--- src/dptbc_pkg.sv ---
`default_nettype none
// ----------------------------------------------------------------------------
// dptbc_pkg
// Shared widths, register indexes and control types for the dark pixel tint,
// brightness and contrast pipeline.
// ----------------------------------------------------------------------------
package dptbc_pkg;

	// Channel and register widths
	localparam int CH_W      = 8;
	localparam int GAIN_W    = 12;
	localparam int OFF_W     = 9;
	localparam int CF_W      = 12;
	localparam int THR_W     = 8;
	localparam int CFG_W     = 12;
	localparam int IDX_W     = 3;
	localparam int NUM_LANES = 3;
	localparam int PIX_W     = NUM_LANES * CH_W;

	// Register indexes
	localparam logic [IDX_W-1:0] REG_GAIN_BLUE  = 3'd0;
	localparam logic [IDX_W-1:0] REG_GAIN_GREEN = 3'd1;
	localparam logic [IDX_W-1:0] REG_GAIN_RED   = 3'd2;
	localparam logic [IDX_W-1:0] REG_BRIGHTNESS = 3'd3;
	localparam logic [IDX_W-1:0] REG_CONTRAST   = 3'd4;
	localparam logic [IDX_W-1:0] REG_DARK_THR   = 3'd5;

	// Reset values
	localparam logic [GAIN_W-1:0] GAIN_RST     = 12'd256;
	localparam logic [OFF_W-1:0]  OFF_RST      = 9'd0;
	localparam logic [CF_W-1:0]   CF_RST       = 12'd256;
	localparam logic [THR_W-1:0]  THR_RST      = 8'd100;

	// Levels
	localparam logic [CH_W-1:0] CH_MAX    = 8'd255;
	localparam logic [CH_W-1:0] MID_LEVEL = 8'd128;

	// Per-stage advance strobes handed to the lanes
	typedef struct packed {
		logic s1;
		logic s2;
		logic s3;
		logic s4;
		logic s5;
	} dptbc_adv_t;

	// Settings shared by every lane
	typedef struct packed {
		logic signed [OFF_W-1:0] offset;
		logic [CF_W-1:0]         contrast;
	} dptbc_cfg_t;

endpackage
`default_nettype wire

--- src/dptbc_lane.sv ---
`default_nettype none
// ----------------------------------------------------------------------------
// dptbc_lane
// One colour channel: gain for dark pixels with saturation, brightness offset
// with clamp, contrast about mid level with clamp. Five registered stages.
// ----------------------------------------------------------------------------
module dptbc_lane (
	input  wire                          clk,
	input  dptbc_pkg::dptbc_adv_t        adv,
	input  wire [dptbc_pkg::CH_W-1:0]    pix_in,
	input  wire                          dark_s1,
	input  wire [dptbc_pkg::GAIN_W-1:0]  gain,
	input  dptbc_pkg::dptbc_cfg_t        cfg,
	output logic [dptbc_pkg::CH_W-1:0]   pix_out
);
	import dptbc_pkg::*;

	localparam int PROD_W = CH_W + GAIN_W;
	localparam int SUM_W  = CH_W + 2;
	localparam int NUM_W  = CH_W + CF_W + 2;

	logic [CH_W-1:0]          pix_s1;
	logic [PROD_W-1:0]        prod_s2;
	logic [CH_W-1:0]          pix_s2;
	logic                     dark_s2;
	logic [CH_W-1:0]          gained;
	logic signed [SUM_W-1:0]  sum;
	logic [CH_W-1:0]          adj_s3;
	logic signed [NUM_W-1:0]  diff_x;
	logic signed [NUM_W-1:0]  cf_x;
	logic signed [NUM_W-1:0]  num_s4;
	logic [CH_W-1:0]          res_s5;

	// Stage 1: take the channel in
	always_ff @(posedge clk) begin
		if (adv.s1) begin
			pix_s1 <= pix_in;
		end
	end

	// Stage 2: gain product, keep the raw channel beside it
	always_ff @(posedge clk) begin
		if (adv.s2) begin
			prod_s2 <= PROD_W'(pix_s1) * PROD_W'(gain);
			pix_s2  <= pix_s1;
			dark_s2 <= dark_s1;
		end
	end

	// Stage 3: saturate the gain result, add brightness and clamp
	always_comb begin
		if (!dark_s2) begin
			gained = pix_s2;
		end else if (|prod_s2[PROD_W-1:2*CH_W]) begin
			gained = CH_MAX;
		end else begin
			gained = prod_s2[2*CH_W-1:CH_W];
		end
		sum = $signed({2'b00, gained}) + SUM_W'(cfg.offset);
	end

	always_ff @(posedge clk) begin
		if (adv.s3) begin
			if (sum[SUM_W-1]) begin
				adj_s3 <= '0;
			end else if (sum[SUM_W-2]) begin
				adj_s3 <= CH_MAX;
			end else begin
				adj_s3 <= sum[CH_W-1:0];
			end
		end
	end

	// Stage 4: scale the distance from mid level
	always_comb begin
		diff_x = $signed(NUM_W'(adj_s3)) - $signed(NUM_W'(MID_LEVEL));
		cf_x   = $signed(NUM_W'(cfg.contrast));
	end

	always_ff @(posedge clk) begin
		if (adv.s4) begin
			num_s4 <= diff_x * cf_x + $signed(NUM_W'({MID_LEVEL, {CH_W{1'b0}}}));
		end
	end

	// Stage 5: clamp and drop the fraction
	always_ff @(posedge clk) begin
		if (adv.s5) begin
			if (num_s4[NUM_W-1]) begin
				res_s5 <= '0;
			end else if (|num_s4[NUM_W-2:2*CH_W]) begin
				res_s5 <= CH_MAX;
			end else begin
				res_s5 <= num_s4[2*CH_W-1:CH_W];
			end
		end
	end

	assign pix_out = res_s5;

endmodule
`default_nettype wire

--- src/dark_pixel_tint_brightness_contrast_top.sv ---
`default_nettype none
// An accepted input beat passes the registered stages s1 to s5 to the output beat.
// Throughput: one pixel per clock while the output is not stalled; each channel
// lane holds one gain and one contrast multiplier, each followed by a register.
// Stages drain independently, so a stalled output still lets bubbles fill.
// Reset: stage valid bits clear and the configuration registers return to their
// reset values; pipeline data registers are not reset.
// ----------------------------------------------------------------------------
// dark_pixel_tint_brightness_contrast_top
// Three channel lanes in parallel behind a shared dark-pixel detector, with
// stream handshake control and the configuration registers.
// ----------------------------------------------------------------------------
module dark_pixel_tint_brightness_contrast_top (
	input  wire                             clk,
	input  wire                             arst_n,
	// Input pixel stream
	input  wire                             s_tvalid,
	output logic                            s_tready,
	input  wire [dptbc_pkg::PIX_W-1:0]      s_tdata,  // blue_in, green_in, red_in
	// Output pixel stream
	output logic                            m_tvalid,
	input  wire                             m_tready,
	output logic [dptbc_pkg::PIX_W-1:0]     m_tdata,  // blue_out, green_out, red_out
	// Configuration write port
	input  wire                             cfg_we,
	input  wire [dptbc_pkg::IDX_W-1:0]      cfg_index,
	input  wire [dptbc_pkg::CFG_W-1:0]      cfg_data
);
	import dptbc_pkg::*;

	localparam int SUM3_W = CH_W + 2;

	logic [GAIN_W-1:0]       gain_q [NUM_LANES];
	logic signed [OFF_W-1:0] offset_q;
	logic [CF_W-1:0]         contrast_q;
	logic [THR_W-1:0]        thr_q;

	logic v1_s1, v2_s2, v3_s3, v4_s4, v5_s5;
	dptbc_adv_t              adv;
	dptbc_cfg_t              cfg;
	logic [SUM3_W-1:0]       chan_sum;
	logic [SUM3_W-1:0]       thr3;
	logic                    dark_s1;

	// Configuration registers
	always_ff @(posedge clk or negedge arst_n) begin
		if (!arst_n) begin
			gain_q[0]  <= GAIN_RST;
			gain_q[1]  <= GAIN_RST;
			gain_q[2]  <= GAIN_RST;
			offset_q   <= OFF_RST;
			contrast_q <= CF_RST;
			thr_q      <= THR_RST;
		end else if (cfg_we) begin
			unique case (cfg_index)
				REG_GAIN_BLUE:  gain_q[0]  <= cfg_data[GAIN_W-1:0];
				REG_GAIN_GREEN: gain_q[1]  <= cfg_data[GAIN_W-1:0];
				REG_GAIN_RED:   gain_q[2]  <= cfg_data[GAIN_W-1:0];
				REG_BRIGHTNESS: offset_q   <= cfg_data[OFF_W-1:0];
				REG_CONTRAST:   contrast_q <= cfg_data[CF_W-1:0];
				REG_DARK_THR:   thr_q      <= cfg_data[THR_W-1:0];
				default: ;
			endcase
		end
	end

	assign cfg.offset   = offset_q;
	assign cfg.contrast = contrast_q;

	// Stage advance: a stage moves when it is empty or the next one moves
	always_comb begin
		adv.s5 = !v5_s5 || m_tready;
		adv.s4 = !v4_s4 || adv.s5;
		adv.s3 = !v3_s3 || adv.s4;
		adv.s2 = !v2_s2 || adv.s3;
		adv.s1 = !v1_s1 || adv.s2;
	end

	assign s_tready = adv.s1;
	assign m_tvalid = v5_s5;

	// Valid bits per stage
	always_ff @(posedge clk or negedge arst_n) begin
		if (!arst_n) begin
			v1_s1 <= 1'b0;
			v2_s2 <= 1'b0;
			v3_s3 <= 1'b0;
			v4_s4 <= 1'b0;
			v5_s5 <= 1'b0;
		end else begin
			if (adv.s1) v1_s1 <= s_tvalid;
			if (adv.s2) v2_s2 <= v1_s1;
			if (adv.s3) v3_s3 <= v2_s2;
			if (adv.s4) v4_s4 <= v3_s3;
			if (adv.s5) v5_s5 <= v4_s4;
		end
	end

	// Dark test: floor(sum / 3) < thr is the same as sum < 3 * thr
	always_comb begin
		chan_sum = SUM3_W'(s_tdata[CH_W-1:0]) + SUM3_W'(s_tdata[2*CH_W-1:CH_W])
			+ SUM3_W'(s_tdata[3*CH_W-1:2*CH_W]);
		thr3 = SUM3_W'({thr_q, 1'b0}) + SUM3_W'(thr_q);
	end

	always_ff @(posedge clk) begin
		if (adv.s1) begin
			dark_s1 <= chan_sum < thr3;
		end
	end

	// Channel lanes; outputs merge into one beat
	for (genvar k = 0; k < NUM_LANES; k++) begin : g_lane
		dptbc_lane u_lane (
			.clk     (clk),
			.adv     (adv),
			.pix_in  (s_tdata[k*CH_W +: CH_W]),
			.dark_s1 (dark_s1),
			.gain    (gain_q[k]),
			.cfg     (cfg),
			.pix_out (m_tdata[k*CH_W +: CH_W])
		);
	end

endmodule
`default_nettype wire

--- config.mk ---
export PLATFORM = sky130hd
export DESIGN_NAME = dark_pixel_tint_brightness_contrast_top
export DESIGN_NICKNAME = d
export VERILOG_FILES = /design/src/dptbc_pkg.sv /design/src/dptbc_lane.sv /design/src/dark_pixel_tint_brightness_contrast_top.sv
export SDC_FILE = /design/constraint.sdc
export NUM_CORES = 2
export LEC_CHECK = 0
export BUFFER_PORTS_ARGS = -buffer_cell sky130_fd_sc_hd__buf_2
export CELL_PAD_IN_SITES_DETAIL_PLACEMENT = 1
export CELL_PAD_IN_SITES_GLOBAL_PLACEMENT = 2
export CORE_MARGIN = 3
export CORE_UTILIZATION = 39
export CTS_CLUSTER_SIZE = 12
export DETAILED_ROUTE_END_ITERATION = 12
export PLACE_DENSITY = 0.86
export SYNTH_ARGS = -nofsm -noshare
export SYNTH_HDL_FRONTEND = slang
export SYNTH_SLANG_ARGS = --single-unit
export TNS_END_PERCENT = 1
--- constraint.sdc ---
create_clock -name clk -period 5.9 [get_ports clk]
set_input_delay 0.295 -clock clk [delete_from_list [all_inputs] [get_ports clk]]
set_output_delay 0.295 -clock clk [all_outputs]
set_load 0.05 [all_outputs]
==> run metrics <==
status finished clean; Worst-Skew Late Latency 0.61 ns; simple-gate share of the synthesized area 14.79%; Hold Path Class in2reg; ys async rst share 28.46%; Critical Path Max Stage Delay 0.60 ns; TritonCTS buffer count 31; fin worst setup slack 0.2897 ns; First-pass DRT Iterations 5; multiplexer share of the synthesized area 2.528%; num rows 99; largest family of logic cells by synthesized area adder cells; Worst setup SP type register; Syn Std Cell Area 28950 um^2; H-Tree Depth 1; vias in the first global route 22930; CP max stage cell dfrtp_1; final wirelength 71830 um; Worst Hold Slack 0.1463 ns; Cell variety after synth 69; EDFF count, synth 176; clk root buf clkbuf_16; Max Root-Sink Buffers 3; final core utilization 43.37%; crit path buf inv count 3; Top Layer Used met4; Iteration-0 DRC Markers 827; clock transition at the registers of the reported paths 0.06 ns; Critical Path AT 5.97 ns; Slew Limit Fails 0; Worst Setup End Kind register; IO buf count 69; pre-CTS setup slack 0.2708 ns; global placement routability congestion 0.8267; WL/cell 18.42 um; met2 WL 36250 um; Finish-stage setup viols 0; # nets final 3685; Synth Flop Type edfxtp_1; total track usage 19.08%; final hold vios 0; clock sink count 246; Multi-input gate area 19800 um^2; pin count of the biggest net entering global routing 66; RSZ-0062 raised after global routing no; die height 278.5 um; initial antenna violation count 4; critical path class reg2reg; Vias/cell 5.093; met3 WL post-DR 2134 um; post-route ant nets 0; Worst Skew 0.01547 ns; met1 WL 31230 um; # fillers 8118; adder-cell share of the synthesized area 41.84%; die width 278.5 um; first-pass GRT wire length 119600 um; most used cell, CP fa_1; CTS tree done; Layout area overhead 9.664%; aggregate global routing overflow 0; crit share post-route 95.09%; storage element area 7046 um^2; minimum clock period 5.610 ns; setup repair bufs after CTS 0; worst-margin pin slew 1.119 ns; via count 19860; DP Wirelength 57630 um; # Max-Cap Violations 0; Synth Area in Compound Gates 6.388%; synthesized flop and latch total 246; Critical Path RT 6.26 ns; layout cells sized above 1 9.190%; critical-path cell list buf_4 > and2_1 > fa_1 > fa_1 > inv_1 > fa_1 > inv_1 > fa_1 > ha_1 > ha_1 > a21o_1 > a2111oi_4 > a21oi_4 > o21a_1 > o21ai_1 > nand2b_2 > o31a_1 > xor2_1; Initial Util 39.55%; syn_area_per_cell 10.16 um^2; Sum Neg Setup Slack 0 ns; xor/xnor cell area share of the yosys netlist 2.814%; relative slew slack 25.41%; Post-Syn Instances 2849; I/O Pins 70; CP top delay family adder cells; DRC viols 0; YS warnings 0; Mapped Nets 3621; Core ar. 73210 um^2; FMAX 178.2 MHz; crit-path max FO 14; Die ar. 77540 um^2; post-synthesis sequential area ratio 24.34%
[worst paths after layout]
path	startpoint	endpoint	slack [ns]	cells after the start
max	contrast_q[2]	g_lane[0].u_lane.num_s4[16]	0.29	18
min	cfg_data[9]	contrast_q[9]	0.15	2
max reg2reg	contrast_q[2]	g_lane[0].u_lane.num_s4[16]	0.29	18
min reg2reg	dark_s1	g_lane[0].u_lane.dark_s2	0.43	0
max in group asynchronous	arst_n	offset_q[8]	4.73	3
min in group asynchronous	arst_n	gain_q[17]	0.49	3
[synthesized netlist by cell type (all sizes together) (2+ instances only)]
library cell | count | area share, %
nor3b | 2 | 0.052
a31o | 2 | 0.061
inv | 452 | 5.9
o21ai | 40 | 0.70
fa | 400 | 28
o31ai | 6 | 0.16
mux2 | 65 | 2.5
edfxtp | 176 | 18
a21boi | 6 | 0.16
dfstp | 7 | 0.64
nor2b | 36 | 0.78
a21o | 31 | 0.80
o21ba | 3 | 0.10
buf | 7 | 0.091
nand4 | 8 | 0.17
o31a | 3 | 0.091
a211oi | 4 | 0.10
nor4 | 3 | 0.065
nor3 | 19 | 0.33
nand2b | 17 | 0.38
xnor2 | 66 | 2.0
o21a | 21 | 0.54
a221o | 7 | 0.24
o22a | 24 | 0.73
a31oi | 3 | 0.065
nor2 | 157 | 2.0
clkbuf | 104 | 1.3
o21bai | 11 | 0.29
or2 | 14 | 0.30
o211ai | 5 | 0.13
xor2 | 27 | 0.82
nand3 | 17 | 0.29
a22o | 2 | 0.061
and2 | 256 | 5.5
a21oi | 94 | 1.7
ha | 328 | 14
or4 | 2 | 0.065
o22ai | 2 | 0.043
or3b | 3 | 0.091
nand4b | 2 | 0.061
dfrtp | 63 | 5.4
and3 | 4 | 0.086
nand2 | 331 | 4.3
nand3b | 3 | 0.078
[metal layers]
metal / GRT usage, % / up-vias
li1: - / 9210
met1: 24.35 / 10260
met2: 34.31 / 273
met3: 2.147 / 109
met4: 5.347 / 0
met5: 0 / -
[placed cells by master (no fill, tap or decap), types with 14 or more instances in the layout]
| cell | instances |
|---|---|
| dfrtp_1 | 63 |
| edfxtp_1 | 176 |
| nor2b_1 | 36 |
| and2_1 | 256 |
| nand2_1 | 330 |
| clkbuf_16 | 31 |
| buf_4 | 47 |
| mux2_2 | 65 |
| o21a_1 | 21 |
| dlygate4sd3_1 | 27 |
| o22a_1 | 24 |
| nand2b_1 | 16 |
| xnor2_1 | 66 |
| o21ai_0 | 36 |
| a21o_1 | 31 |
| buf_2 | 68 |
| or2_2 | 14 |
| fa_1 | 400 |
| inv_1 | 452 |
| a21oi_1 | 90 |
| nor3_1 | 18 |
| nor2_1 | 156 |
| xor2_1 | 27 |
| nand3_1 | 17 |
| ha_1 | 328 |
[through the flow]
| stage | instances | cell area, um^2 |
|---|---|---|
| 2_1_floorplan | 2849 | 28950 |
| 3_3_place_gp | 3812 | 30440 |
| 3_5_place_dp | 3812 | 30440 |
| 4_1_cts | 3897 | 31740 |
| 5_1_grt | 3898 | 31750 |
| 6_report | 3899 | 31750 |
[sequential cells by signal, summed over array words and instances, names as in the netlist, 8 cells and up]
signal,flops
offset_q,9
g_lane.u_lane.prod_s2,36
g_lane.u_lane.num_s4,42
g_lane.u_lane.pix_out,24
g_lane.u_lane.pix_s2,24
g_lane.u_lane.pix_s1,24
g_lane.u_lane.adj_s3,24
gain_q,36
contrast_q,12
thr_q,8
[layout make-up]
cell class              instances  area share (%)
clock inverters                22          0.6897
multi-input cells            2039           62.37
diodes                          2         0.01576
repair buffers                142           3.035
inverters                     453           5.356
clock buffers                  36           2.566
well taps                     959           3.779
flip-flops and latches        246           22.19
[timing repair]
action / in CTS / in global routing
hold endpoints to repair: 30 / 0
hold buffers: 27 / 0
setup endpoints to repair: 0 / 0
resized for setup: 0 / 0
[kinds of logic (layout without fill, tap and decap cells)]
family | after synthesis | after routing
flops | 246 | 246
compound gates | 274 | 274
buf+inv | 564 | 653
other cells | 0 | 2
xor+xnor | 93 | 93
mux | 65 | 65
simple gates | 879 | 879
fa+ha+maj | 728 | 728
Power is left out: the tool's default activity adds up to more than one toggle a clock period on the data nets, which glitch-free logic cannot reach.
